$ cat config.mk
export PLATFORM = sky130hd
export DESIGN_NAME = uart_rx_tx_ring_buffers_core
export DESIGN_NICKNAME = d
export VERILOG_FILES = /design/src/hw/rtl/urtb_pkg.sv /design/src/hw/rtl/uart_rx_tx_ring_buffers_core.sv /design/src/hw/rtl/urtb_ram.sv /design/src/hw/rtl/urtb_dpath.sv /design/src/hw/rtl/urtb_ctrl.sv
export SDC_FILE = /design/constraint.sdc
export NUM_CORES = 1
export LEC_CHECK = 0
export BUFFER_PORTS_ARGS = -buffer_cell sky130_fd_sc_hd__buf_2
export CAP_MARGIN = 0
export CORE_MARGIN = 5
export CORE_UTILIZATION = 36
export DETAILED_ROUTE_END_ITERATION = 10
export PLACE_DENSITY_LB_ADDON = 0.15
export SLEW_MARGIN = 15
export SYNTH_ARGS = -nofsm -noshare
export SYNTH_HDL_FRONTEND = slang
export SYNTH_HIERARCHICAL = 1
export SYNTH_SLANG_ARGS = --single-unit
$ cat constraint.sdc
create_clock -name i_clk -period 8.9 [get_ports i_clk]
set_clock_uncertainty 0.2 [all_clocks]
set_input_delay 0.445 -clock i_clk [delete_from_list [all_inputs] [get_ports i_clk]]
set_output_delay 0.445 -clock i_clk [all_outputs]
set_load 0.01 [all_outputs]
$ cat src/hw/rtl/urtb_pkg.sv
// Shared types and codes for the UART receive/transmit ring buffer block.
`default_nettype none
package urtb_pkg;

    typedef enum logic [1:0] {
        OP_TX_PUSH = 2'd0,
        OP_TX_POP  = 2'd1,
        OP_RX_PUSH = 2'd2,
        OP_RX_POP  = 2'd3
    } t_op;

    typedef enum logic [1:0] {
        ERR_OK       = 2'd0,
        ERR_FRAME    = 2'd1,
        ERR_OVERRUN  = 2'd2,
        ERR_OVERFLOW = 2'd3
    } t_err;

    typedef enum logic [2:0] {
        ST_OK       = 3'd0,
        ST_FRAME    = 3'd1,
        ST_OVERRUN  = 3'd2,
        ST_OVERFLOW = 3'd3,
        ST_NODATA   = 3'd4
    } t_rx_status;

    typedef enum logic [1:0] {
        SRC_NONE = 2'd0,
        SRC_TX   = 2'd1,
        SRC_RX   = 2'd2
    } t_src;

    // Controller to datapath
    typedef struct packed {
        logic tx_push;
        logic tx_pop;
        logic rx_push;
        logic rx_pop;
        logic err_load;
        t_src out_sel;
    } t_cmd;

    // Datapath to controller
    typedef struct packed {
        logic tx_full;
        logic tx_empty;
        logic rx_full;
        logic rx_empty;
        t_err latched_err;
    } t_status;

endpackage
`default_nettype wire

$ cat src/hw/rtl/uart_rx_tx_ring_buffers_core.sv
// Top level of the UART receive/transmit ring buffer block.
//
// Usage:
//   Input channel (i_in_valid / o_in_ready) carries one operation per transfer:
//   queue a transmit byte, hand the next transmit byte to the shifter, store a
//   received byte with its frame/overrun flags, or read a received byte.
//   Output channel (o_out_valid / i_out_ready) returns exactly one result per
//   operation: out_byte with byte_valid, rx_status and tx_rejected.
//   Each buffer holds DEPTH-1 bytes; one slot always stays empty.
// Result: the result is valid in the cycle after the input transfer; popped
//   bytes come straight from the registered read port of the byte RAM.
// Throughput: one operation per cycle while the output side takes every
//   result; the single output register sets this figure.
// Stall: while a result waits, o_in_ready follows i_out_ready, so a new
//   operation is taken only in the cycle the held result leaves.
// Reset: i_rst_n low clears all four pointers and the error latch, so both
//   buffers come up empty; byte RAM contents are not cleared.
`default_nettype none
module uart_rx_tx_ring_buffers_core #(
    parameter int RX_DEPTH = 16,
    parameter int TX_DEPTH = 16
) (
    input  wire logic       i_clk,
    input  wire logic       i_rst_n,
    input  wire logic       i_in_valid,
    output logic            o_in_ready,
    input  wire logic [1:0] i_operation,
    input  wire logic [7:0] i_in_byte,
    input  wire logic       i_frame_error,
    input  wire logic       i_overrun_error,
    output logic            o_out_valid,
    input  wire logic       i_out_ready,
    output logic      [7:0] o_out_byte,
    output logic            o_byte_valid,
    output logic      [2:0] o_rx_status,
    output logic            o_tx_rejected
);
    import urtb_pkg::*;

    t_cmd    w_cmd;
    t_status w_status;

    urtb_ctrl u_ctrl (
        .i_clk         (i_clk),
        .i_rst_n       (i_rst_n),
        .i_in_valid    (i_in_valid),
        .o_in_ready    (o_in_ready),
        .i_operation   (i_operation),
        .o_out_valid   (o_out_valid),
        .i_out_ready   (i_out_ready),
        .i_status      (w_status),
        .o_cmd         (w_cmd),
        .o_byte_valid  (o_byte_valid),
        .o_rx_status   (o_rx_status),
        .o_tx_rejected (o_tx_rejected)
    );

    urtb_dpath #(.RX_DEPTH(RX_DEPTH), .TX_DEPTH(TX_DEPTH)) u_dpath (
        .i_clk           (i_clk),
        .i_rst_n         (i_rst_n),
        .i_cmd           (w_cmd),
        .i_in_byte       (i_in_byte),
        .i_frame_error   (i_frame_error),
        .i_overrun_error (i_overrun_error),
        .o_status        (w_status),
        .o_out_byte      (o_out_byte)
    );

endmodule
`default_nettype wire

$ cat src/hw/rtl/urtb_ram.sv
// Generic single-write, single-read RAM with registered read data.
`default_nettype none
module urtb_ram #(
    parameter int WIDTH = 8,
    parameter int DEPTH = 16,
    localparam int AW = (DEPTH > 1) ? $clog2(DEPTH) : 1
) (
    input  wire logic             i_clk,
    input  wire logic             i_wr_en,
    input  wire logic [AW-1:0]    i_wr_addr,
    input  wire logic [WIDTH-1:0] i_wr_data,
    input  wire logic             i_rd_en,
    input  wire logic [AW-1:0]    i_rd_addr,
    output logic      [WIDTH-1:0] o_rd_data
);

    logic [WIDTH-1:0] r_mem [DEPTH];

    always_ff @(posedge i_clk) begin
        if (i_wr_en) begin
            r_mem[i_wr_addr] <= i_wr_data;
        end
        if (i_rd_en) begin
            o_rd_data <= r_mem[i_rd_addr];
        end
    end

endmodule
`default_nettype wire

$ cat src/hw/rtl/urtb_dpath.sv
// Datapath: ring pointers, byte stores, receive error latch and output byte select.
`default_nettype none
module urtb_dpath #(
    parameter int RX_DEPTH = 16,
    parameter int TX_DEPTH = 16
) (
    input  wire logic             i_clk,
    input  wire logic             i_rst_n,
    input  wire urtb_pkg::t_cmd   i_cmd,
    input  wire logic [7:0]       i_in_byte,
    input  wire logic             i_frame_error,
    input  wire logic             i_overrun_error,
    output urtb_pkg::t_status     o_status,
    output logic      [7:0]       o_out_byte
);
    import urtb_pkg::*;

    localparam int RX_AW = $clog2(RX_DEPTH);
    localparam int TX_AW = $clog2(TX_DEPTH);
    localparam logic [RX_AW-1:0] RX_LAST = RX_AW'(RX_DEPTH - 1);
    localparam logic [TX_AW-1:0] TX_LAST = TX_AW'(TX_DEPTH - 1);

    logic [RX_AW-1:0] r_rx_wptr, r_rx_rptr, n_rx_wptr_adv, n_rx_rptr_adv;
    logic [TX_AW-1:0] r_tx_wptr, r_tx_rptr, n_tx_wptr_adv, n_tx_rptr_adv;
    t_err             r_err, n_err;
    logic [7:0]       w_rx_rdata, w_tx_rdata;

    // Wrap from the last slot back to zero
    always_comb begin
        n_rx_wptr_adv = (r_rx_wptr == RX_LAST) ? '0 : r_rx_wptr + 1'b1;
        n_rx_rptr_adv = (r_rx_rptr == RX_LAST) ? '0 : r_rx_rptr + 1'b1;
        n_tx_wptr_adv = (r_tx_wptr == TX_LAST) ? '0 : r_tx_wptr + 1'b1;
        n_tx_rptr_adv = (r_tx_rptr == TX_LAST) ? '0 : r_tx_rptr + 1'b1;
    end

    always_comb begin
        if (o_status.rx_full) begin
            n_err = ERR_OVERFLOW;
        end else if (i_overrun_error) begin
            n_err = ERR_OVERRUN;
        end else if (i_frame_error) begin
            n_err = ERR_FRAME;
        end else begin
            n_err = ERR_OK;
        end
    end

    assign o_status.tx_full     = (n_tx_wptr_adv == r_tx_rptr);
    assign o_status.tx_empty    = (r_tx_wptr == r_tx_rptr);
    assign o_status.rx_full     = (n_rx_wptr_adv == r_rx_rptr);
    assign o_status.rx_empty    = (r_rx_wptr == r_rx_rptr);
    assign o_status.latched_err = r_err;

    always_ff @(posedge i_clk) begin
        if (!i_rst_n) begin
            r_rx_wptr <= '0;
            r_rx_rptr <= '0;
            r_tx_wptr <= '0;
            r_tx_rptr <= '0;
            r_err     <= ERR_OK;
        end else begin
            if (i_cmd.rx_push)  r_rx_wptr <= n_rx_wptr_adv;
            if (i_cmd.rx_pop)   r_rx_rptr <= n_rx_rptr_adv;
            if (i_cmd.tx_push)  r_tx_wptr <= n_tx_wptr_adv;
            if (i_cmd.tx_pop)   r_tx_rptr <= n_tx_rptr_adv;
            if (i_cmd.err_load) r_err     <= n_err;
        end
    end

    urtb_ram #(.WIDTH(8), .DEPTH(RX_DEPTH)) u_rx_ram (
        .i_clk     (i_clk),
        .i_wr_en   (i_cmd.rx_push),
        .i_wr_addr (n_rx_wptr_adv),
        .i_wr_data (i_in_byte),
        .i_rd_en   (i_cmd.rx_pop),
        .i_rd_addr (n_rx_rptr_adv),
        .o_rd_data (w_rx_rdata)
    );

    urtb_ram #(.WIDTH(8), .DEPTH(TX_DEPTH)) u_tx_ram (
        .i_clk     (i_clk),
        .i_wr_en   (i_cmd.tx_push),
        .i_wr_addr (n_tx_wptr_adv),
        .i_wr_data (i_in_byte),
        .i_rd_en   (i_cmd.tx_pop),
        .i_rd_addr (n_tx_rptr_adv),
        .o_rd_data (w_tx_rdata)
    );

    // Read data holds until the next pop, so it can drive the result directly
    always_comb begin
        case (i_cmd.out_sel)
            SRC_TX:  o_out_byte = w_tx_rdata;
            SRC_RX:  o_out_byte = w_rx_rdata;
            default: o_out_byte = 8'd0;
        endcase
    end

endmodule
`default_nettype wire

$ cat src/hw/rtl/urtb_ctrl.sv
// Controller: handshake state machine, operation decode and result flags.
`default_nettype none
module urtb_ctrl (
    input  wire logic              i_clk,
    input  wire logic              i_rst_n,
    input  wire logic              i_in_valid,
    output logic                   o_in_ready,
    input  wire logic [1:0]        i_operation,
    output logic                   o_out_valid,
    input  wire logic              i_out_ready,
    input  wire urtb_pkg::t_status i_status,
    output urtb_pkg::t_cmd         o_cmd,
    output logic                   o_byte_valid,
    output logic [2:0]             o_rx_status,
    output logic                   o_tx_rejected
);
    import urtb_pkg::*;

    typedef enum logic {
        S_IDLE,
        S_HOLD
    } t_state;

    t_state     r_state, n_state;
    logic       r_byte_valid, n_byte_valid;
    t_rx_status r_rx_status, n_rx_status;
    logic       r_tx_rejected, n_tx_rejected;
    t_src       r_sel, n_sel;
    logic       w_accept;
    t_op        w_op;

    assign w_op       = t_op'(i_operation);
    // A held result that is leaving this cycle frees the output register
    assign o_in_ready = (r_state == S_IDLE) || i_out_ready;
    assign w_accept   = i_in_valid && o_in_ready;

    always_comb begin
        n_state          = r_state;
        n_byte_valid     = r_byte_valid;
        n_rx_status      = r_rx_status;
        n_tx_rejected    = r_tx_rejected;
        n_sel            = r_sel;
        o_cmd.tx_push    = 1'b0;
        o_cmd.tx_pop     = 1'b0;
        o_cmd.rx_push    = 1'b0;
        o_cmd.rx_pop     = 1'b0;
        o_cmd.err_load   = 1'b0;
        o_cmd.out_sel    = r_sel;
        if (w_accept) begin
            n_state       = S_HOLD;
            n_byte_valid  = 1'b0;
            n_rx_status   = ST_OK;
            n_tx_rejected = 1'b0;
            n_sel         = SRC_NONE;
            case (w_op)
                OP_TX_PUSH: begin
                    o_cmd.tx_push = !i_status.tx_full;
                    n_tx_rejected = i_status.tx_full;
                end
                OP_TX_POP: begin
                    if (!i_status.tx_empty) begin
                        o_cmd.tx_pop = 1'b1;
                        n_byte_valid = 1'b1;
                        n_sel        = SRC_TX;
                    end
                end
                OP_RX_PUSH: begin
                    o_cmd.rx_push  = !i_status.rx_full;
                    o_cmd.err_load = 1'b1;
                end
                OP_RX_POP: begin
                    if (i_status.rx_empty) begin
                        n_rx_status = ST_NODATA;
                    end else begin
                        o_cmd.rx_pop = 1'b1;
                        n_byte_valid = 1'b1;
                        n_sel        = SRC_RX;
                        n_rx_status  = t_rx_status'({1'b0, i_status.latched_err});
                    end
                end
                default: begin
                    n_sel = SRC_NONE;
                end
            endcase
        end else if ((r_state == S_HOLD) && i_out_ready) begin
            n_state = S_IDLE;
        end
    end

    always_ff @(posedge i_clk) begin
        if (!i_rst_n) begin
            r_state       <= S_IDLE;
            r_byte_valid  <= 1'b0;
            r_rx_status   <= ST_OK;
            r_tx_rejected <= 1'b0;
            r_sel         <= SRC_NONE;
        end else begin
            r_state       <= n_state;
            r_byte_valid  <= n_byte_valid;
            r_rx_status   <= n_rx_status;
            r_tx_rejected <= n_tx_rejected;
            r_sel         <= n_sel;
        end
    end

    assign o_out_valid   = (r_state == S_HOLD);
    assign o_byte_valid  = r_byte_valid;
    assign o_rx_status   = r_rx_status;
    assign o_tx_rejected = r_tx_rejected;

endmodule
`default_nettype wire

# Word level (Yosys, flattened, before mapping)
# Memories as Yosys holds them, arrays and structs flattened. A register that Yosys moved wholly into a read port is not among the register bits.
# Index checks and enable logic that the tools add are counted.
# totals
ff_bits	26
latchBits	0
ram_bits	256
mem_bits_ro	0
in_bits	16
out_inout_bits	15
elab_cells	66
memories	2
# classes
add_sub_neg	4
mul	0
div_mod_pow	0
order_cmp	0
eq_ne	13
n_shift	0
n_mux	29
bitwise_logic	1
reduce_logical	7
# memory_table
memory	words	word_bits	read_ports	rd_clocked_by_memory_dff	wr	line_no	rtl
u_dpath.u_rx_ram.r_mem	16	8	1	1	1	urtb_ram.sv:17	logic [WIDTH-1:0] r_mem [DEPTH];
u_dpath.u_tx_ram.r_mem	16	8	1	1	1	urtb_ram.sv:17	
# op_table
op	count
4-bit by 1-bit adder with 4-bit output, second input constant	4
4-bit equality test	4
4-bit equality test, second input constant	4
1-bit two-way mux	16
4-bit two-way mux	4
8-bit case mux with 2 select lines	1
2-bit equality test, second input constant	3
2-bit two-way mux	3
3-bit two-way mux	2
5-bit two-way mux	1
2-bit by 1-bit equality test with 1-bit output, second input constant	2
2-bit case mux with 2 select lines	1
1-bit logical AND	2
1-bit logical NOT	2
2-bit logical NOT	1
1-bit case mux with 2 select lines	1
2-bit nonzero test	1
1-bit logical OR	1
1-bit NOT	1

# Logic depth before layout (Yosys ltp)
# Gate-level depths: netlist of run 1.
# depth
ltp_word	8
mapped_depth	11
mapped_depth_nobuf	10

# Cells and area by module
# Netlist of run 1, hierarchy kept.
# by_module_without_submodules
mod	n_inst	cells_each	area_each_um2
urtb_ram	2	229	5227.5
urtb_dpath	1	150	1243.7
urtb_ctrl	1	47	399.1

# Worst setup path before layout of run 1
# Ideal clock, no wire load.
# synth_path
path_type	reg2reg
from	reg u_dpath.r_tx_wptr[0]
to	mem u_dpath.u_tx_ram.r_mem[0][0], enable pin
setup_time_ns	0.383
t_arrival_ns	3.265
t_required_ns	8.317
path_slack_ns	5.052
path_stages_with_launch	10
path_buffers	0
period_less_slack_ns	3.848
cell_sequence	dfxtp_1 > ha_1 > a21oi_1 > o21ai_0 > o21ai_0 > xor2_1 > nor4_1 > nor4_1 > or3b_2 > nor3_1
# synth_lines
item	line_no	rtl
start, declared	urtb_dpath.sv:24	logic [TX_AW-1:0] r_tx_wptr, r_tx_rptr, n_tx_wptr_adv, n_tx_rptr_adv;
start signal, assigned	urtb_dpath.sv:64	if (i_cmd.tx_push) r_tx_wptr <= n_tx_wptr_adv;
end, declared	urtb_ram.sv:17	

==> results of run 1 <==
==> cells in the mapped netlist, drive strengths merged, types with 7 or more instances <==
cell type,instances
a21oi,10
a22oi,40
a31oi,7
buf,19
clkbuf,10
dfxtp,26
edfxtp,272
inv,14
mux2i,10
mux4,64
nand2,27
nand3,7
nor2,36
nor2b,13
nor3,9
o21ai,16
xnor2,9
xor2,13
==> cells by family after synthesis <==
kind of cell    share of synthesized area
buf+inv                            0.0248
compound gates                     0.0461
flops                               0.718
simple gates                       0.0526
xor+xnor                           0.0159
fa+ha+maj                         0.00621
mux                                 0.136
==> metal layers <==
| layer | global-route usage | vias to the layer above | share of wire |
|---|---|---|---|
| li1 | - | 2731 | - |
| met1 | 0.192 | 3090 | 0.45 |
| met2 | 0.212 | 160 | 0.48 |
| met3 | 0.0275 | 31 | 0.057 |
| met4 | 0.0336 | 0 | 0.018 |
| met5 | 0 | - | 0 |
==> power by group through the flow <==
stage	Combinational, W	Sequential (W)	Clock, W
floorplan	0.0000506	0.00157	0
global placement	0.0000917	0.00157	0
detailed placement	0.0000936	0.00157	0
CTS	0.0000948	0.00154	0.00129
global route	0.000102	0.00154	0.00134
finish	0.0000933	0.00154	0.00125
==> worst max-delay path: stages (launching register included) <==
cell and delay [ps]:
dfxtp_1 480, ha_1 360, inv_1 100, a311oi_2 380, xnor2_1 170, a211o_1 160, inv_1 60, nor4b_2 870
or3b_2 560, nor2_1 650
==> flip-flops by register name, indices dropped and copies added, names as in the netlist <==
signal / flops
u_ctrl/r_sel: 2
u_dpath/u_rx_ram/o_rd_data: 8
u_ctrl/o_byte_valid: 1
u_dpath/r_rx_wptr: 4
u_ctrl/o_tx_rejected: 1
u_dpath/u_tx_ram/r_mem: 128
u_dpath/u_rx_ram/r_mem: 128
u_ctrl/o_rx_status: 3
u_dpath/r_err: 2
u_ctrl/o_out_valid: 1
u_dpath/r_tx_wptr: 4
u_dpath/r_rx_rptr: 4
u_dpath/r_tx_rptr: 4
u_dpath/u_tx_ram/o_rd_data: 8
==> worst paths after layout <==
check | from | to | slack (ps) | depth (start not counted)
worst max-delay path | u_dpath/r_rx_wptr[0] | u_dpath/u_rx_ram/r_mem[2][4] | 4540 | 9
worst min-delay path | i_operation[0] | u_ctrl/o_byte_valid | 40 | 3
worst max register to register | u_dpath/r_rx_wptr[0] | u_dpath/u_rx_ram/r_mem[2][4] | 4540 | 9
worst min register to register | u_ctrl/o_rx_status[2] | u_ctrl/o_rx_status[2] | 280 | 2
==> final cells by class <==
cell class / count / area [um2] / area share
Sequential cell: 298 / 8690 / 0.635
Inverter: 14 / 52.6 / 0.00384
Clock buffer: 35 / 791 / 0.0578
Tap cell: 448 / 561 / 0.0409
Multi-Input combinational cell: 308 / 3160 / 0.231
Clock inverter: 20 / 198 / 0.0144
Timing Repair Buffer: 41 / 240 / 0.0175
==> stage by stage <==
stage          cell area [um2]  instances  hold slack, ps  power, W  worst slack, ps
2_1_floorplan            12100        655             247   0.00162             5050
3_3_place_gp             12700       1106             261   0.00166             4560
3_5_place_dp             12700       1106             274   0.00166             4240
4_1_cts                  13700       1164            7.59   0.00292             4190
5_1_grt                  13700       1164            38.9   0.00298             4210
6_report                 13700       1164            43.7   0.00288             4540
==> repair_timing <==
action / CTS / global route
hold endpoints to repair: 2 / 0
setup buffers: 0 / 0
hold buffers: 3 / 0
==> impl_metrics.toml, run 1 <==
[status]
status = "finished clean"

[clocking]
h-tree-depth = 1
numCtsBuffers = 30
cts_sinks = 298
clkTransAtPathRegs_ps = 60
cts_tree = "done"
worstSkewPairLatency_ps = 540
cts_resized = 0
cts_buffer_depth = 3
root_buffer = "clkbuf_16"

[pwr]
power_frac_comb = 0.032
leakagePower_nw = 4.48
ir_worst_vdd_v = 0.000115
p_clk_frac = 0.433
p_int_w = 0.00231
p_seq_frac = 0.534
p_per_area_mw_per_mm2 = 210
swShare = 0.197
p_sw_w = 0.000568

[logic_synthesis]
synth_nets = 677
synthArstFlopShare = 0
syn-cell-area_mm2 = 0.0121
synth_flop_cell = "edfxtp_1"
yosysSeqAreaShare = 0.718
synth.ff_latch_count = 298
synthCells = 655
synth.top_cell.area_share = 0.675
synth_edf_count = 272
synth_area_per_cell_um2 = 18.5
synth_largest_area_cell = "edfxtp_1"
ys_types = 46
yosys-top-cells-area = "edfxtp_1 68%, mux4_2 6.7%, mux4_1 6.1%, dfxtp_1 4.3%, a22oi_1 2.5%"
yosys_warnings = 6

[setup_path]
cp.required_ps = 8870
crit_arrival_ps = 4330
cp-start-kind = "flip-flop"
worstSetupPathType = "reg2reg"
end_kind = "flip-flop"
crit_fanout = 9

[grt]
grt_use_total = 0.134
antenna_found_initial = 0
grt_pass1_wl_um = 38900
grt-ovfl-total = 0
grt_max_degree = 34
grt_pass1_vias = 6208

[cells_and_area]
num_antenna_cells = 0
areaGrowthSynthToFinish_pct = 13.2
drive_gt1_frac = 0.183
mostFrequentLayoutCell = "edfxtp_1"
layout_common_cells = "272 x edfxtp_1, 40 x a22oi_1, 36 x nor2_1, 36 x mux4_2, 31 x clkbuf_16"
nets = 715
fillers = 2992
fin_util = 0.410

[place]
dp_hpwl_um = 16200
io_buffers = 30
place_congestion = 0.868

[routing]
vias_per_cell = 5.16
drt-wirelength-per-cell_um = 21.9
finalWirelength_um = 25400
drtPass1Iterations = 5
dr.first_iter.drc_count = 362
final_antenna_net_count = 0
dr_total_vias = 6012
drc_errors = 0

[timing]
hold_violations = 0
fin_setup_tns_ps = 0
period_needed_ps = 4360
post-route-period-util = 0.490
setup_violations = 0
slew_violations = 0
worst_pin_slew_ps = 1030
fmax_ghz = 0.229
slew_headroom = 0.312
rsz0062_at_grt = "false"

[floorplanning]
rows = 67
start_util = 0.363
die_h_um = 193
ios = 31
die_area_mm2 = 0.0374
die_x_um = 193
core_mm2 = 0.0334

[worst_hold_path]
min_path_type = "in2reg"

[flow_run]
cap_violations = 0
(Power assumes the default switching activity.)
==> inputs of run 2 (changes only) <==
--- a/config.mk
+++ b/config.mk
@@ -5,6 +5,7 @@
 export SDC_FILE = /design/constraint.sdc
 export NUM_CORES = 1
 export LEC_CHECK = 0
+export ABC_AREA = 1
 export BUFFER_PORTS_ARGS = -buffer_cell sky130_fd_sc_hd__buf_2
 export CAP_MARGIN = 0
 export CORE_MARGIN = 5
==> constraint.sdc (replaced) <==
create_clock -name i_clk -period 4.38 [get_ports i_clk]
set_clock_uncertainty 0.2 [all_clocks]
set_input_delay 0.219 -clock i_clk [delete_from_list [all_inputs] [get_ports i_clk]]
set_output_delay 0.219 -clock i_clk [all_outputs]
set_load 0.01 [all_outputs]
==> run 2 against run 1 <==
Hold slack improved by 110 ps. Critical path depth up 2. Largest power group unchanged. Final cell count grew 61%. Sequential cell count stayed put. Final area grew 9.1%. Non-clock buffer count up 14. Register-to-register slack worse by 3300 ps. Sequential power increased by 110%. Core utilization is 0.23 points lower. Critical path type unchanged. Sequential share of layout area shrank 5.3 points. Via count grew 49%.
==> impl_metrics.toml, run 2 <==
[routing]
drc_errors = 0
dr_total_vias = 8943
drt-wirelength-per-cell_um = 17.6
final_antenna_net_count = 0
finalWirelength_um = 33100
drtPass1Iterations = 5
vias_per_cell = 4.76
dr.first_iter.drc_count = 686

[logic_synthesis]
synth_xor_area_frac = 0.00909
synth_flop_cell = "edfxtp_1"
synth_largest_area_cell = "edfxtp_1"
yosys-top-cells-area = "edfxtp_1 61%, nand2_1 11%, nand3_1 7.8%, inv_1 6.6%, dfxtp_1 3.9%"
synth_commonest_cells = "398 x nand2_1, 272 x edfxtp_1, 235 x inv_1"
synthArstFlopShare = 0
synthCells = 1353
synth_fa_ha_area_frac = 0.00562
syn-cell-area_mm2 = 0.0134
synth_compound_area_frac = 0.0183
synth-simple-area-share = 0.219
synth.mux.area_fraction = 0
synth_top_family_by_area = "simple AND/OR/NAND/NOR gates"
synth_most_common_cell = "nand2_1"
synth_nets = 1375
yosysSeqAreaShare = 0.651
synth.top_cell.area_share = 0.612
synth.ff_latch_count = 298
ys_types = 29
yosys_warnings = 6
synth_edf_count = 272
synth_area_per_cell_um2 = 9.87

[floorplanning]
start_util = 0.365
core_mm2 = 0.0366
die_x_um = 203
die_h_um = 203
ios = 31
die_area_mm2 = 0.0410
rows = 70

[clocking]
cts_buffer_depth = 3
worstSkewPairLatency_ps = 520
cts_resized = 0
cts_tree = "done"
h-tree-depth = 2
clkTransAtPathRegs_ps = 60
numCtsBuffers = 34
hold_buffers = 15
cts_sinks = 298
cts_setup_buffers = 0
root_buffer = "clkbuf_16"

[cells_and_area]
mostFrequentLayoutCell = "nand2_1"
num_antenna_cells = 0
drive_gt1_frac = 0.0752
layout_common_cells = "398 x nand2_1, 272 x edfxtp_1, 233 x inv_1"
final_cells = 1877
areaGrowthSynthToFinish_pct = 11.9
nets = 1409
reg_top3 = "u_dpath/u_rx_ram/r_mem (128), u_dpath/u_tx_ram/r_mem (128)"

[worst_hold_path]
min_path_type = "in2reg"
hold_path_depth = 1

[setup_path]
crit_arrival_ps = 3080
worstSetupPathType = "reg2reg"
end_kind = "flip-flop"
cp-start-kind = "flip-flop"
cp.required_ps = 4330
reg2regPathDepth = 11
crit_fanout = 8

[timing]
setup_violations = 0
hold_violations = 0
fmax_ghz = 0.320
fin_setup_tns_ps = 0
period_needed_ps = 3130
post-route-period-util = 0.714
worst_pin_slew_ps = 1130
slew_violations = 0
rsz0062_at_grt = "false"
slew_headroom = 0.245

[place]
dp_hpwl_um = 20400
dp.cells = 1804
place_congestion = 0.863
io_buffers = 30

[pwr]
leakagePower_nw = 6.28
ir_worst_vdd_v = 0.000166
p_per_area_mw_per_mm2 = 421

[grt]
grt_pass1_vias = 8861
grt-ovfl-total = 0
met3_usage = 0.0409
antenna_found_initial = 0
grtUsageMet2 = 0.251
grt_use_total = 0.161
grt_pass1_wl_um = 51400
busiest_layer = "met2"
grt_max_degree = 65
use_met1 = 0.226

[status]
status = "finished clean"

[flow_run]
cap_violations = 0
[run 2: cell families (layout without fill, tap and decap cells)]
family,Yosys count,after routing
and+or+nand+nor,690,690
buffers and inverters,299,355
DFF,298,298
AOI/OAI and AO/OA,47,47
xor gates and xnor gates,13,13
adders and majority gates,6,6
[run 2: worst paths after layout]
| kind | start | endpoint | slack (ps) |
|---|---|---|---|
| worst max register to register | u_dpath/r_rx_wptr[0] | u_dpath/u_rx_ram/r_mem[7][5] | 1250 |
| worst min-delay path | i_in_byte[1] | u_dpath/u_tx_ram/r_mem[3][1] | 150 |
| worst max-delay path | u_dpath/r_rx_wptr[0] | u_dpath/u_rx_ram/r_mem[7][5] | 1250 |
| worst min register to register | u_ctrl/o_tx_rejected | u_ctrl/o_tx_rejected | 280 |
[run 2: stage by stage]
| stage | setup WS, ps | area (um2) | power (W) | hold slack (ps) | utilization |
|---|---|---|---|---|---|
| finish | 1250 | 14900 | 0.00628 | 155 | 0.408 |
| CTS | 1220 | 14900 | 0.00636 | 173 | 0.408 |
| global placement | 1360 | 13800 | 0.00372 | 254 | 0.376 |
| detailed placement | 1270 | 13800 | 0.00371 | 264 | 0.376 |
| global route | 1000 | 14900 | 0.00653 | 182 | 0.408 |
| floorplan | 1360 | 13400 | 0.00353 | 118 | - |
[run 2: where the power goes]
group / total [W] / switching, W / leakage [nW] / internal, W
registers: 0.00316 / 0.0000203 / 2.66 / 0.00314
logic: 0.000503 / 0.000370 / 3.12 / 0.000134
clock network: 0.00262 / 0.00108 / 0.501 / 0.00153
[run 2: routing by layer]
layer  routed length (um)  up-vias
li1                     -     4428
met1                15400     4218
met2                14700      242
met3                 2250       55
met4                  759        0
met5                    0        -
[run 2: layout make-up]
class / instances / area (um2)
Clock buffer: 48 / 967
Clock inverter: 10 / 46.3
Fill cell: 3608 / 21700
Inverter: 242 / 908
Multi-Input combinational cell: 756 / 3370
Sequential cell: 298 / 8690
Tap cell: 468 / 586
Timing Repair Buffer: 55 / 375
[run 2: critical path: stages (launching register included)]
cell and delay (ps):
dfxtp_1 380, ha_1 290, nand2_1 100, nand3_2 90, nand2_2 150, nand2_1 70
nand2_1 100, nor2_4 50, nor4_1 260, buf_4 220, nand3b_1 240, nor2_1 620
==> inputs of run 3 (changes only) <==
==> constraint.sdc (replaced) <==
create_clock -name i_clk -period 2.6 [get_ports i_clk]
set_clock_uncertainty 0.2 [all_clocks]
set_input_delay 0.13 -clock i_clk [delete_from_list [all_inputs] [get_ports i_clk]]
set_output_delay 0.13 -clock i_clk [all_outputs]
set_load 0.01 [all_outputs]
==> run 3 against run 2 <==
First-iteration DRC count down 20%. Combinational power increased by 81%. Sequential power grew 68%. Clock power grew 87%. Hold slack worse by 120 ps. Global-route usage about the same. Final area up 4.5%. Clock-buffer cell count decreased by 7. Routed wire length is 0.97% higher. Core utilization grew 1.8 points. Sequential cell count is the same. Largest cell class unchanged. Sequential share of layout area decreased by 2.5 points.
==> impl_metrics.toml, run 3 (same netlist as run 2, synthesis figures left out) <==
[status]
status = "finished clean"

[cells_and_area]
reg_top3 = "u_dpath/u_rx_ram/r_mem (128), u_dpath/u_tx_ram/r_mem (128)"
nets = 1462
final_cells = 1933
layout_common_cells = "398 x nand2_1, 272 x edfxtp_1, 232 x inv_1"
drive_gt1_frac = 0.128
mostFrequentLayoutCell = "nand2_1"
num_antenna_cells = 0
areaGrowthSynthToFinish_pct = 16.9
fin_area_mm2 = 0.0156

[timing]
setup_violations = 0
hold_violations = 0
worst_pin_slew_ps = 906
fmax_ghz = 0.410
post-route-period-util = 0.939
period_needed_ps = 2440
slew_violations = 0
rsz0062_at_grt = "false"
slew_headroom = 0.396

[clocking]
cts_buffer_depth = 3
cts_tree = "done"
clkTransAtPathRegs_ps = 60
cts_sinks = 298
h-tree-depth = 2
root_buffer = "clkbuf_16"
worstSkewPairLatency_ps = 540
numCtsBuffers = 34

[routing]
topRoutingLayerUsed = "met4"
drtPass1Iterations = 4
dr_total_vias = 9081
finalWirelength_um = 33400
dr.first_iter.drc_count = 550
drc_errors = 0
final_antenna_net_count = 0
drt-wirelength-per-cell_um = 17.3
wl_met1_um = 16100
route.met2.wl_um = 14800
vias_per_cell = 4.70
wl_met3_um = 1900

[pwr]
p_sw_w = 0.00256
p_per_area_mw_per_mm2 = 713
p_int_w = 0.00857
ir_worst_vdd_v = 0.000273
leakagePower_nw = 6.63
swShare = 0.230
power_frac_comb = 0.082
p_seq_frac = 0.478
p_clk_frac = 0.441

[floorplanning]
core_mm2 = 0.0366
die_x_um = 203
rows = 70
die_h_um = 203
ios = 31
start_util = 0.365
die_area_mm2 = 0.0410

[setup_path]
crit_fanout = 8
reg2regPathDepth = 10
crit_chain = "ha_1 > nand2_1 > nand3_1 > o21ai_2 > xor2_1 > nor2_2 > nor4_4 > buf_6 > nand3_1 > nor2_2"
max_stage_delay_ps = 360
worstSetupPathType = "reg2reg"
crit_slowest_cell = "nor2_2"
crit_arrival_ps = 2440
reg2reg_from = "u_dpath/r_tx_wptr[0]"
crit_family = "simple AND/OR/NAND/NOR gates"
cp-start-kind = "flip-flop"
cp.required_ps = 2590
reg2reg_to = "u_dpath/u_tx_ram/r_mem[14][1]"
r2r_slack_ps = 160
end_kind = "flip-flop"
crit_buf_inv = 1

[worst_hold_path]
hold_path_depth = 1
holdPathEnd = "u_dpath/u_tx_ram/r_mem[11][4]"
min_path_type = "in2reg"
min_from = "i_in_byte[4]"

[grt]
grt-ovfl-total = 0
grt_max_degree = 65
antenna_found_initial = 0
grt_pass1_wl_um = 51500
grt_use_total = 0.161
grt_pass1_vias = 8971

[flow_run]
cap_violations = 0

[place]
dp.cells = 1853
io_buffers = 30
dp_hpwl_um = 20700
detailed_place.area_mm2 = 0.0142
place_congestion = 0.877
run 3: cell count changes in the layout (fill, tap and decap cells not counted), sizes merged:
cell,previous run,this run
clkinv,10,11
clkinvlp,0,2
buf,40,94
inv,242,243
bufinv,0,6
dlygate4sd3,15,13
clkbuf,48,42
run 3: worst max-delay path by stage:
| stage | startpoint | end | slack [ps] | cells after the start |
|---|---|---|---|---|
| after floorplan | u_dpath/r_rx_wptr[0] | u_dpath/u_rx_ram/r_mem[13][0] | -80 | 10 |
| after global placement | u_dpath/r_tx_wptr[0] | u_dpath/u_tx_ram/r_mem[14][5] | 70 | 10 |
| after global routing | u_dpath/r_rx_wptr[0] | u_dpath/u_rx_ram/r_mem[7][7] | 20 | 12 |
| final | u_dpath/r_tx_wptr[0] | u_dpath/u_tx_ram/r_mem[14][1] | 160 | 10 |
| after detailed placement | u_dpath/r_tx_wptr[0] | u_dpath/u_tx_ram/r_mem[14][5] | 90 | 10 |
| after CTS | u_dpath/r_tx_wptr[0] | u_dpath/u_tx_ram/r_mem[14][1] | 70 | 10 |
run 3: area by class of cell:
type                            instances  area [um2]
Clock buffer                           41         877
Clock inverter                         20         270
Fill cell                            3577       21000
Inverter                              242         912
Multi-Input combinational cell        756        3430
Sequential cell                       298        8690
Tap cell                              468         586
Timing Repair Buffer                  108         843
run 3: what timing repair did:
item                                    in CTS  in global routing
gates resized for setup                      0                  9
endpoints found under the hold margin       19                  0
endpoints found under the setup margin       0                128
setup buffers                                0                  5
hold buffers                                13                  0
run 3: layer usage:
layer / global-route usage / vias up
li1: - / 4535
met1: 0.234 / 4277
met2: 0.252 / 219
met3: 0.0310 / 50
met4: 0.0407 / 0
met5: 0 / -
run 3: metrics by stage:
| step | TNS (ps) | hold WS [ps] | util | setup WS (ps) | power, W |
|---|---|---|---|---|---|
| after floorplan | -8500 | 28.9 | - | -77.5 | 0.00595 |
| after global placement | 0 | 240 | 0.389 | 74.0 | 0.00630 |
| after detailed placement | 0 | 252 | 0.389 | 85.1 | 0.00630 |
| after CTS | 0 | 53.5 | 0.424 | 65.3 | 0.0112 |
| after global routing | 0 | 73.0 | 0.426 | 18.1 | 0.0116 |
| final | 0 | 30.7 | 0.426 | 158 | 0.0111 |
run 3: power by group through the flow:
stage	combinational, W	clock (W)	sequential, W
after floorplan	0.000536	0	0.00541
after global placement	0.000880	0	0.00542
after detailed placement	0.000877	0	0.00542
after CTS	0.000895	0.00503	0.00532
after global routing	0.00100	0.00527	0.00532
final	0.000909	0.00491	0.00532
run 3: worst register-to-register path, cell delays in order, from the launching register on:
cell	delay, ps
dfxtp_2	330
ha_1	200
nand2_1	70
nand3_1	90
o21ai_2	90
xor2_1	190
nor2_2	70
nor4_4	140
buf_6	170
nand3_1	200
nor2_2	360
